<file path="src/sv/keyframe_median_decode_mode_unit_macros.svh">
// Assertion helpers shared by the keyframe median decode mode unit.
// All of them sample on clk and stay quiet while arst_n is low.
`ifndef KEYFRAME_MEDIAN_DECODE_MODE_UNIT_MACROS_SVH
`define KEYFRAME_MEDIAN_DECODE_MODE_UNIT_MACROS_SVH

// Plain invariant.
`define KFMD_ASSERT(lbl, prop, msg) \
	lbl: assert property (@(posedge clk) disable iff (!arst_n) (prop)) else $error(msg);

// Same-cycle implication.
`define KFMD_ASSERT_IMP(lbl, ante, cons, msg) \
	lbl: assert property (@(posedge clk) disable iff (!arst_n) (ante) |-> (cons)) \
		else $error(msg);

// Next-cycle implication.
`define KFMD_ASSERT_NEXT(lbl, ante, cons, msg) \
	lbl: assert property (@(posedge clk) disable iff (!arst_n) (ante) |=> (cons)) \
		else $error(msg);

`endif

</file>
<file path="src/sv/kfmd_pkg.sv">
`default_nettype none

package kfmd_pkg;

	localparam int GAPS      = 8;
	localparam int GAP_W     = 32;
	localparam int PER_W     = 10;
	localparam int CNT_W     = $clog2(GAPS + 1);
	localparam int STEP_W    = (GAPS > 1) ? $clog2(GAPS) : 1;

	localparam logic [PER_W-1:0]  PER_RESET = PER_W'(1000);
	localparam logic [STEP_W-1:0] STEP_LAST = STEP_W'(GAPS - 1);

	typedef enum logic [1:0] {
		ST_IDLE,
		ST_SEARCH,
		ST_MODE
	} state_t;

	// One window entry as it moves along the chain.
	typedef struct packed {
		logic             vld;
		logic [GAP_W-1:0] gap;
	} cell_t;

	// Chain control: adv moves every entry one cell on; load feeds a new gap
	// into the head (the tail entry drops), otherwise the tail wraps around.
	typedef struct packed {
		logic             adv;
		logic             load;
		logic [GAP_W-1:0] gap;
	} win_ctl_t;

	typedef struct packed {
		logic             match;
		logic [GAP_W-1:0] cand;
	} win_res_t;

endpackage

`default_nettype wire

</file>
<file path="src/sv/kfmd_cell.sv">
`default_nettype none

module kfmd_cell (
	input  logic                        clk,
	input  logic                        arst_n,
	input  logic                        adv,
	input  kfmd_pkg::cell_t             nbr,
	input  logic [kfmd_pkg::GAP_W-1:0]  cand,
	output kfmd_pkg::cell_t             cur,
	output logic                        lt,
	output logic                        le
);
	import kfmd_pkg::*;

	logic             vld_q;
	logic [GAP_W-1:0] gap_q;

	always_ff @(posedge clk or negedge arst_n) begin
		if (!arst_n) begin
			vld_q <= 1'b0;
		end else if (adv) begin
			vld_q <= nbr.vld;
		end
	end

	always_ff @(posedge clk) begin
		if (adv) begin
			gap_q <= nbr.gap;
		end
	end

	assign cur = '{vld: vld_q, gap: gap_q};

	// rank votes against the candidate at the head of the chain
	assign lt = vld_q && (gap_q < cand);
	assign le = vld_q && (gap_q <= cand);

endmodule

`default_nettype wire

</file>
<file path="src/sv/kfmd_window.sv">
`default_nettype none

module kfmd_window (
	input  logic                        clk,
	input  logic                        arst_n,
	input  kfmd_pkg::win_ctl_t          ctl,
	input  logic [kfmd_pkg::CNT_W-1:0]  rank_k,
	output kfmd_pkg::win_res_t          res
);
	import kfmd_pkg::*;

	cell_t            chain [GAPS];
	cell_t            feed  [GAPS];
	logic [GAPS-1:0]  lt;
	logic [GAPS-1:0]  le;
	logic [CNT_W-1:0] n_lt;
	logic [CNT_W-1:0] n_le;

	always_comb begin
		feed[0] = ctl.load ? '{vld: 1'b1, gap: ctl.gap} : chain[GAPS-1];
		for (int i = 1; i < GAPS; i++) begin
			feed[i] = chain[i-1];
		end
	end

	for (genvar g = 0; g < GAPS; g++) begin : g_cell
		kfmd_cell u_cell (
			.clk    (clk),
			.arst_n (arst_n),
			.adv    (ctl.adv),
			.nbr    (feed[g]),
			.cand   (chain[0].gap),
			.cur    (chain[g]),
			.lt     (lt[g]),
			.le     (le[g])
		);
	end

	assign n_lt = CNT_W'($countones(lt));
	assign n_le = CNT_W'($countones(le));

	// head entry is the median when its rank range covers rank_k
	assign res.match = chain[0].vld && (n_lt <= rank_k) && (rank_k < n_le);
	assign res.cand  = chain[0].gap;

endmodule

`default_nettype wire

</file>
<file path="src/sv/keyframe_median_decode_mode_unit.sv">
// Keyframe median decode mode unit.
// Input channel (in_valid / in_stall): one packet event per item with is_video,
// is_keyframe and arrival_ms. Output channel (out_valid / out_stall): exactly
// one result item per input item with forward, full_decode, key_interval_ms.
// Config channel (cfg_valid / cfg_ready, ready always high): writes
// emit_period_ms; write it only while the unit is idle.
// A keyframe that follows an earlier keyframe pushes its gap into the cell
// chain, rotates every entry past the rank counters (ST_SEARCH), then updates
// the mode (ST_MODE, which waits for a free output register). Any other item
// loads its result into the output register when it is accepted. One item is
// in flight at a time; no new item is taken until its result is loaded.
// Reset: mode keyframe-only, no gaps, interval 0, period 1000 ms.
// A stalled receiver holds the output register; the unit then accepts no
// further item until the pending result is taken.
`default_nettype none
`include "keyframe_median_decode_mode_unit_macros.svh"

module keyframe_median_decode_mode_unit (
	input  logic                        clk,
	input  logic                        arst_n,
	input  logic                        cfg_valid,
	output logic                        cfg_ready,
	input  logic [kfmd_pkg::PER_W-1:0]  emit_period_ms,
	input  logic                        in_valid,
	output logic                        in_stall,
	input  logic                        is_video,
	input  logic                        is_keyframe,
	input  logic [kfmd_pkg::GAP_W-1:0]  arrival_ms,
	output logic                        out_valid,
	input  logic                        out_stall,
	output logic                        forward,
	output logic                        full_decode,
	output logic [kfmd_pkg::GAP_W-1:0]  key_interval_ms
);
	import kfmd_pkg::*;

	state_t            state_q, state_d;
	logic [PER_W-1:0]  period_q;
	logic [GAP_W-1:0]  last_key_q;
	logic              have_key_q;
	logic [CNT_W-1:0]  count_q;
	logic [GAP_W-1:0]  median_q;
	logic              full_q;
	logic [STEP_W-1:0] step_q;

	logic              out_vld_q;
	logic              fwd_q;
	logic              full_out_q;
	logic [GAP_W-1:0]  ivl_q;

	win_ctl_t          win_ctl;
	win_res_t          win_res;
	logic              in_acc;
	logic              out_free;
	logic              key_take;
	logic              gap_push;
	logic              med_take;
	logic              mode_take;
	logic              out_load;
	logic              out_fwd_d;
	logic              enter_hit;
	logic              leave_hit;
	logic              new_full;

	assign cfg_ready = 1'b1;
	assign in_acc    = in_valid && !in_stall;
	assign out_free  = !out_vld_q || !out_stall;
	assign key_take  = in_acc && is_video && is_keyframe;

	// Hysteresis without division: m > floor(3p/2) iff 2m > 3p, and
	// m > floor(11p/10) iff 10m > 11p.
	assign enter_hit = {1'b0, median_q, 1'b0} >
		(GAP_W + 2)'({2'b00, period_q} + {1'b0, period_q, 1'b0});
	assign leave_hit = (GAP_W + 4)'({1'b0, median_q, 3'b000} + {3'b000, median_q, 1'b0}) >
		(GAP_W + 4)'((PER_W + 4)'(period_q) * (PER_W + 4)'(11));
	assign new_full  = (median_q == '0) ? full_q : (full_q ? leave_hit : enter_hit);

	kfmd_window u_window (
		.clk    (clk),
		.arst_n (arst_n),
		.ctl    (win_ctl),
		.rank_k (count_q >> 1),
		.res    (win_res)
	);

	always_ff @(posedge clk or negedge arst_n) begin
		if (!arst_n) begin
			state_q <= ST_IDLE;
		end else begin
			state_q <= state_d;
		end
	end

	always_comb begin
		state_d   = state_q;
		in_stall  = 1'b1;
		win_ctl   = '0;
		gap_push  = 1'b0;
		med_take  = 1'b0;
		mode_take = 1'b0;
		out_load  = 1'b0;
		out_fwd_d = 1'b0;
		unique case (state_q)
			ST_IDLE: begin
				in_stall = out_vld_q && out_stall;
				if (in_valid && !in_stall) begin
					if (is_video && is_keyframe && have_key_q) begin
						// push the new gap, then rank the window
						gap_push     = 1'b1;
						win_ctl.adv  = 1'b1;
						win_ctl.load = 1'b1;
						win_ctl.gap  = arrival_ms - last_key_q;
						state_d      = ST_SEARCH;
					end else begin
						out_load  = 1'b1;
						mode_take = is_video && is_keyframe;
						out_fwd_d = is_video && (is_keyframe || full_q);
					end
				end
			end
			ST_SEARCH: begin
				// rotate the ring; each entry visits the head once
				win_ctl.adv = 1'b1;
				med_take    = win_res.match;
				if (step_q == STEP_LAST) begin
					state_d = ST_MODE;
				end
			end
			ST_MODE: begin
				if (out_free) begin
					out_load  = 1'b1;
					mode_take = 1'b1;
					out_fwd_d = 1'b1;
					state_d   = ST_IDLE;
				end
			end
			default: begin
				state_d = ST_IDLE;
			end
		endcase
	end

	always_ff @(posedge clk or negedge arst_n) begin
		if (!arst_n) begin
			period_q   <= PER_RESET;
			last_key_q <= '0;
			have_key_q <= 1'b0;
			count_q    <= '0;
			median_q   <= '0;
			full_q     <= 1'b0;
			step_q     <= '0;
			out_vld_q  <= 1'b0;
		end else begin
			if (cfg_valid && cfg_ready) begin
				period_q <= emit_period_ms;
			end
			if (key_take) begin
				last_key_q <= arrival_ms;
				have_key_q <= 1'b1;
			end
			if (gap_push && (count_q != CNT_W'(GAPS))) begin
				count_q <= count_q + CNT_W'(1);
			end
			if (med_take) begin
				median_q <= win_res.cand;
			end
			if (mode_take) begin
				full_q <= new_full;
			end
			step_q <= (state_q == ST_SEARCH) ? step_q + STEP_W'(1) : '0;
			if (out_load) begin
				out_vld_q <= 1'b1;
			end else if (!out_stall) begin
				out_vld_q <= 1'b0;
			end
		end
	end

	// hold the result payload until it is taken
	always_ff @(posedge clk) begin
		if (out_load) begin
			fwd_q      <= out_fwd_d;
			full_out_q <= mode_take ? new_full : full_q;
			ivl_q      <= median_q;
		end
	end

	assign out_valid       = out_vld_q;
	assign forward         = fwd_q;
	assign full_decode     = full_out_q;
	assign key_interval_ms = ivl_q;

	`KFMD_ASSERT_IMP(a_accept_idle, in_valid && !in_stall, state_q == ST_IDLE, "item accepted while busy")
	`KFMD_ASSERT(a_count_cap, count_q <= CNT_W'(GAPS), "gap count above window size")
	`KFMD_ASSERT_NEXT(a_search_end, state_q == ST_SEARCH && step_q == STEP_LAST, state_q == ST_MODE, "search did not end")
	`KFMD_ASSERT_NEXT(a_mode_emits, state_q == ST_MODE && out_free, out_valid && forward, "keyframe result missing")
	`KFMD_ASSERT_IMP(a_search_filled, state_q == ST_SEARCH, count_q != '0 && have_key_q, "ranking an empty window")

endmodule

`default_nettype wire

</file>
<file path="config.mk">
export PLATFORM = sky130hd
export DESIGN_NAME = keyframe_median_decode_mode_unit
export DESIGN_NICKNAME = d
export VERILOG_FILES = /design/src/sv/kfmd_pkg.sv /design/src/sv/kfmd_cell.sv /design/src/sv/kfmd_window.sv /design/src/sv/keyframe_median_decode_mode_unit.sv
export VERILOG_INCLUDE_DIRS = /design/src /design/src/sv
export SDC_FILE = /design/constraint.sdc
export NUM_CORES = 1
export LEC_CHECK = 0
export BUFFER_PORTS_ARGS = -buffer_cell sky130_fd_sc_hd__buf_4
export CAP_MARGIN = 20
export CORE_MARGIN = 8
export CORE_UTILIZATION = 65
export CTS_BUF_LIST = sky130_fd_sc_hd__clkbuf_4 sky130_fd_sc_hd__clkbuf_8
export DETAILED_ROUTE_END_ITERATION = 6
export GPL_TIMING_DRIVEN = 0
export PLACE_DENSITY = 0.8
export SLEW_MARGIN = 20
export SYNTH_ARGS = -nofsm -noshare
export SYNTH_HDL_FRONTEND = slang
export SYNTH_SLANG_ARGS = --single-unit
</file>
<file path="constraint.sdc">
create_clock -name clk -period 18.6 [get_ports clk]
set_clock_uncertainty 0.15 [all_clocks]
set_input_delay 0 -clock clk [delete_from_list [all_inputs] [get_ports clk]]
set_output_delay 0 -clock clk [all_outputs]
set_load 0.01 [all_outputs]
</file>
==> run_results.csv <==
group,metric,value,unit
power_and_ir_drop,power_frac_clock,14.6,%
sta,max_slew_margin,30.2,%
yosys,ys_seq_area_share,46.7,%
power_and_ir_drop,power.share.switching,42.9,%
sta,hold_viol_final,0,
floorplanning,die_width,207,µm
floorplanning,rows,70,
yosys,synth.top_cell.area_share,36.8,%
layout,fillers,2242,
power_and_ir_drop,leakage,12.5,nW
layout,n_antenna_cell,0,
clocking,cts_max_path_buffers,3,
yosys,synth_warnings,0,
run_status,status,"completed",
placement,gp_routability_congestion,0.954,
detailed_routing,drt-total-wl,64700,µm
global_route,grt_use_total,31.0,%
floorplanning,die_h,207,µm
sta,grt_setup_unrepaired,"no",
sta,worstMarginPinSlew,1.02,ns
detailed_routing,wire_per_inst,23.1,µm
detailed_routing,dr.pass1.iters,7,
clocking,clock_sinks,384,
min_path,hold_class,"input port to flop",
detailed_routing,drc,0,
sta,drv_slew,0,
yosys,postSynth.asyncResetShare,24.5,%
clocking,htree_levels,3,
power_and_ir_drop,switching_power,2.50,mW
yosys,ys_ff_latch,384,
global_route,grt_max_degree,89,
power_and_ir_drop,combPwrFrac,53.0,%
clocking,clk_latency,0.64,ns
sta,tns,0,ns
yosys,syn_area,23700,µm²
detailed_routing,drt_iter0_markers,1306,
detailed_routing,vias,17800,
clocking,clk_pin_slew,0.07,ns
sta,whs,0.0540,ns
yosys,syn-num-nets,2444,
yosys,synth_area_leaders,"edfxtp_1 (37%), ha_1 (19%), dfrtp_1 (9.3%)",
critical_path,cp_max_fo,10,
clocking,cts_resized,0,
layout,layout-drive-gt1-share,14.8,%
sta,post-route-period-util,39.3,%
floorplanning,dieArea,42800,µm²
critical_path,worstPathRequired,18.95,ns
clocking,cts_root_buf,"clkbuf_8",
yosys,synth_top_cells_by_count,"ha_1 (361), edfxtp_1 (290), inv_1 (165), a21o_1 (131), a21oi_1 (111)",
global_route,overflow,0,
run,cap_violations,0,
critical_path,cpPeakStageDelay,0.80,ns
global_route,grt_pass1_vias,18400,
critical_path,crit_slowest_cell,"nor3_1",
power_and_ir_drop,power.internal,3.32,mW
yosys,ys.flop_type,"edfxtp_1",
clocking,post_cts_buffers,0,
placement,place_hpwl,46500,µm
sta,setup_viol,0,
placement,dp_slack,11.38,ns
power_and_ir_drop,seqPwrFrac,32.4,%
global_route,antenna_found_initial,6,
yosys,synth_cells,2017,
yosys,yosysMostFrequentCell,"ha_1",
sta,layout_min_cycle_time,7.30,ns
floorplanning,initial_core_util,65.3,%
yosys,synth_edf_count,290,
yosys,yosys.area.top_type,"edfxtp_1",
layout,nets,2707,
sta,fmax,137,MHz
power_and_ir_drop,power.density,211,nW/µm²
power_and_ir_drop,total_power,5.82,mW
global_route,grt_first_pass_wirelength,101000,µm
sta,final.setup.worst_slack,11.30,ns
floorplanning,pin_count,86,
power_and_ir_drop,peakVddDrop,109,µV
critical_path,crit_arrival,7.65,ns
critical_path,endpoint_kind,"flop",
detailed_routing,antenna_left,0,
layout,syn2layout_area_growth,16.6,%
critical_path,cp-start-kind,"flop",
critical_path,path_cells,"inv_1 > ha_1 > nand4_1 > or2_2 > nor3_1 > nand2_1 > or4_1 > o31ai_1 > ha_1 > inv_1 > fa_1 > inv_1 > fa_1 > ha_1 > fa_1 > inv_1 > ha_1 > a21oi_1 > nor2_1 > nor3_1 > clkbuf_1 > mux2_2",
placement,port_buffers,83,
yosys,yosysUniqueCellTypes,82,
floorplanning,fp.coreArea,36300,µm²
yosys,syn_avg_cell_area,11.7,µm²
clocking,numCtsBuffers,69,
critical_path,crit_type,"flop to flop",
detailed_routing,routed_via_density,6.36,
clocking,cts_tree,"built",
## power by group through the flow
stage / Combinational, mW / Clock (mW) / Sequential [mW]
after floorplan: 2.15 / 0 / 1.80
after global placement: 2.79 / 0 / 1.99
after detailed placement: 2.97 / 0 / 1.88
after CTS: 3.02 / 0.863 / 1.87
after global routing: 3.41 / 0.903 / 1.92
final: 3.08 / 0.851 / 1.88
## timing repair
item                                    in CTS  in global routing
hold buffers                                98                  0
hold endpoints to repair                   175                  0
endpoints found under the setup margin       0                  0
## registers in the layout, indices dropped and copies added (netlist names), 2 cells and up
| name | flops |
|---|---|
| last_key_q | 32 |
| u_window.g_cell.u_cell.vld_q | 8 |
| period_q | 10 |
| state_q | 2 |
| step_q | 3 |
| median_q | 32 |
| count_q | 4 |
| key_interval_ms | 32 |
| u_window.g_cell.u_cell.gap_q | 256 |
## kinds of logic after synthesis
group	Yosys count	share of synthesized area, %
multiplexers	80	3.78
AO/OA/AOI/OAI	523	14.9
buffers and inverters	200	3.25
flip-flops	384	46.7
other	1	0.0158
AND/OR/NAND/NOR	402	9.01
XOR/XNOR	49	1.81
adder cells (fa/ha/maj)	378	20.5
## stage by stage
stage                     std cells  util, %  cell area, µm²
final                          2801     76.2           27600
after global routing           2801     76.2           27600
after CTS                      2801     76.2           27600
after detailed placement       2579     69.4           25200
after global placement         2568     68.7           24900
after floorplan                2017        -           23700
## worst max-delay path: cells and delay by family, from the launching register on
family	cells	cell delay (ns)
muxes	1	0.41
adders and majority gates	7	2.48
buffers and inverters	5	0.84
AOI/OAI and AO/OA	2	0.25
and+or+nand+nor	7	2.68
DFF	1	0.38
## final timing paths
kind                                                startpoint                                  end  slack (ns)  cells after the start
max                        u_window.g_cell[0].u_cell.gap_q[28]                         median_q[23]       11.30                     22
min                                             arrival_ms[29]                       last_key_q[29]        0.05                      3
max reg2reg                u_window.g_cell[0].u_cell.gap_q[28]                         median_q[23]       11.30                     22
min reg2reg                u_window.g_cell[1].u_cell.gap_q[30]  u_window.g_cell[2].u_cell.gap_q[30]        0.29                      0
max in group asynchronous                               arst_n                       last_key_q[17]       17.47                      4
min in group asynchronous                               arst_n                          period_q[3]        0.33                      3
## metal layers
| metal | global-route usage (%) | part of all wire [%] | vias up | wire length, µm |
|---|---|---|---|---|
| li1 | - | - | 8184 | - |
| met1 | 40.7 | 41 | 8696 | 26700 |
| met2 | 51.2 | 48 | 769 | 30800 |
| met3 | 5.48 | 7.5 | 167 | 4870 |
| met4 | 11.7 | 3.7 | 2 | 2370 |
| met5 | 0 | 0.020 | - | 13 |
## cell usage in the layout (no fill, tap or decap), types with 76 or more instances in the layout
master	synthesis	routed
mux2_2	76	76
dfrtp_1	88	88
clkbuf_8	0	84
a21o_1	131	131
a21oi_1	111	111
ha_1	361	361
nand2_1	97	97
dlygate4sd3_1	0	97
buf_4	1	83
inv_1	165	165
o21ai_0	90	90
edfxtp_1	290	290
## cell type report
class                           count  area [µm²]  share of cell area (%)
Inverter                          165         619                    2.24
Multi-Input combinational cell   1433       11900                    43.0
Clock inverter                     14         131                   0.475
Tap cell                          468         586                    2.12
Sequential cell                   384       11100                    40.1
Clock buffer                      110        1350                    4.89
Timing Repair Buffer              192        1860                    6.71
Buffer                             35         151                   0.548
(Power assumes the default switching activity.)
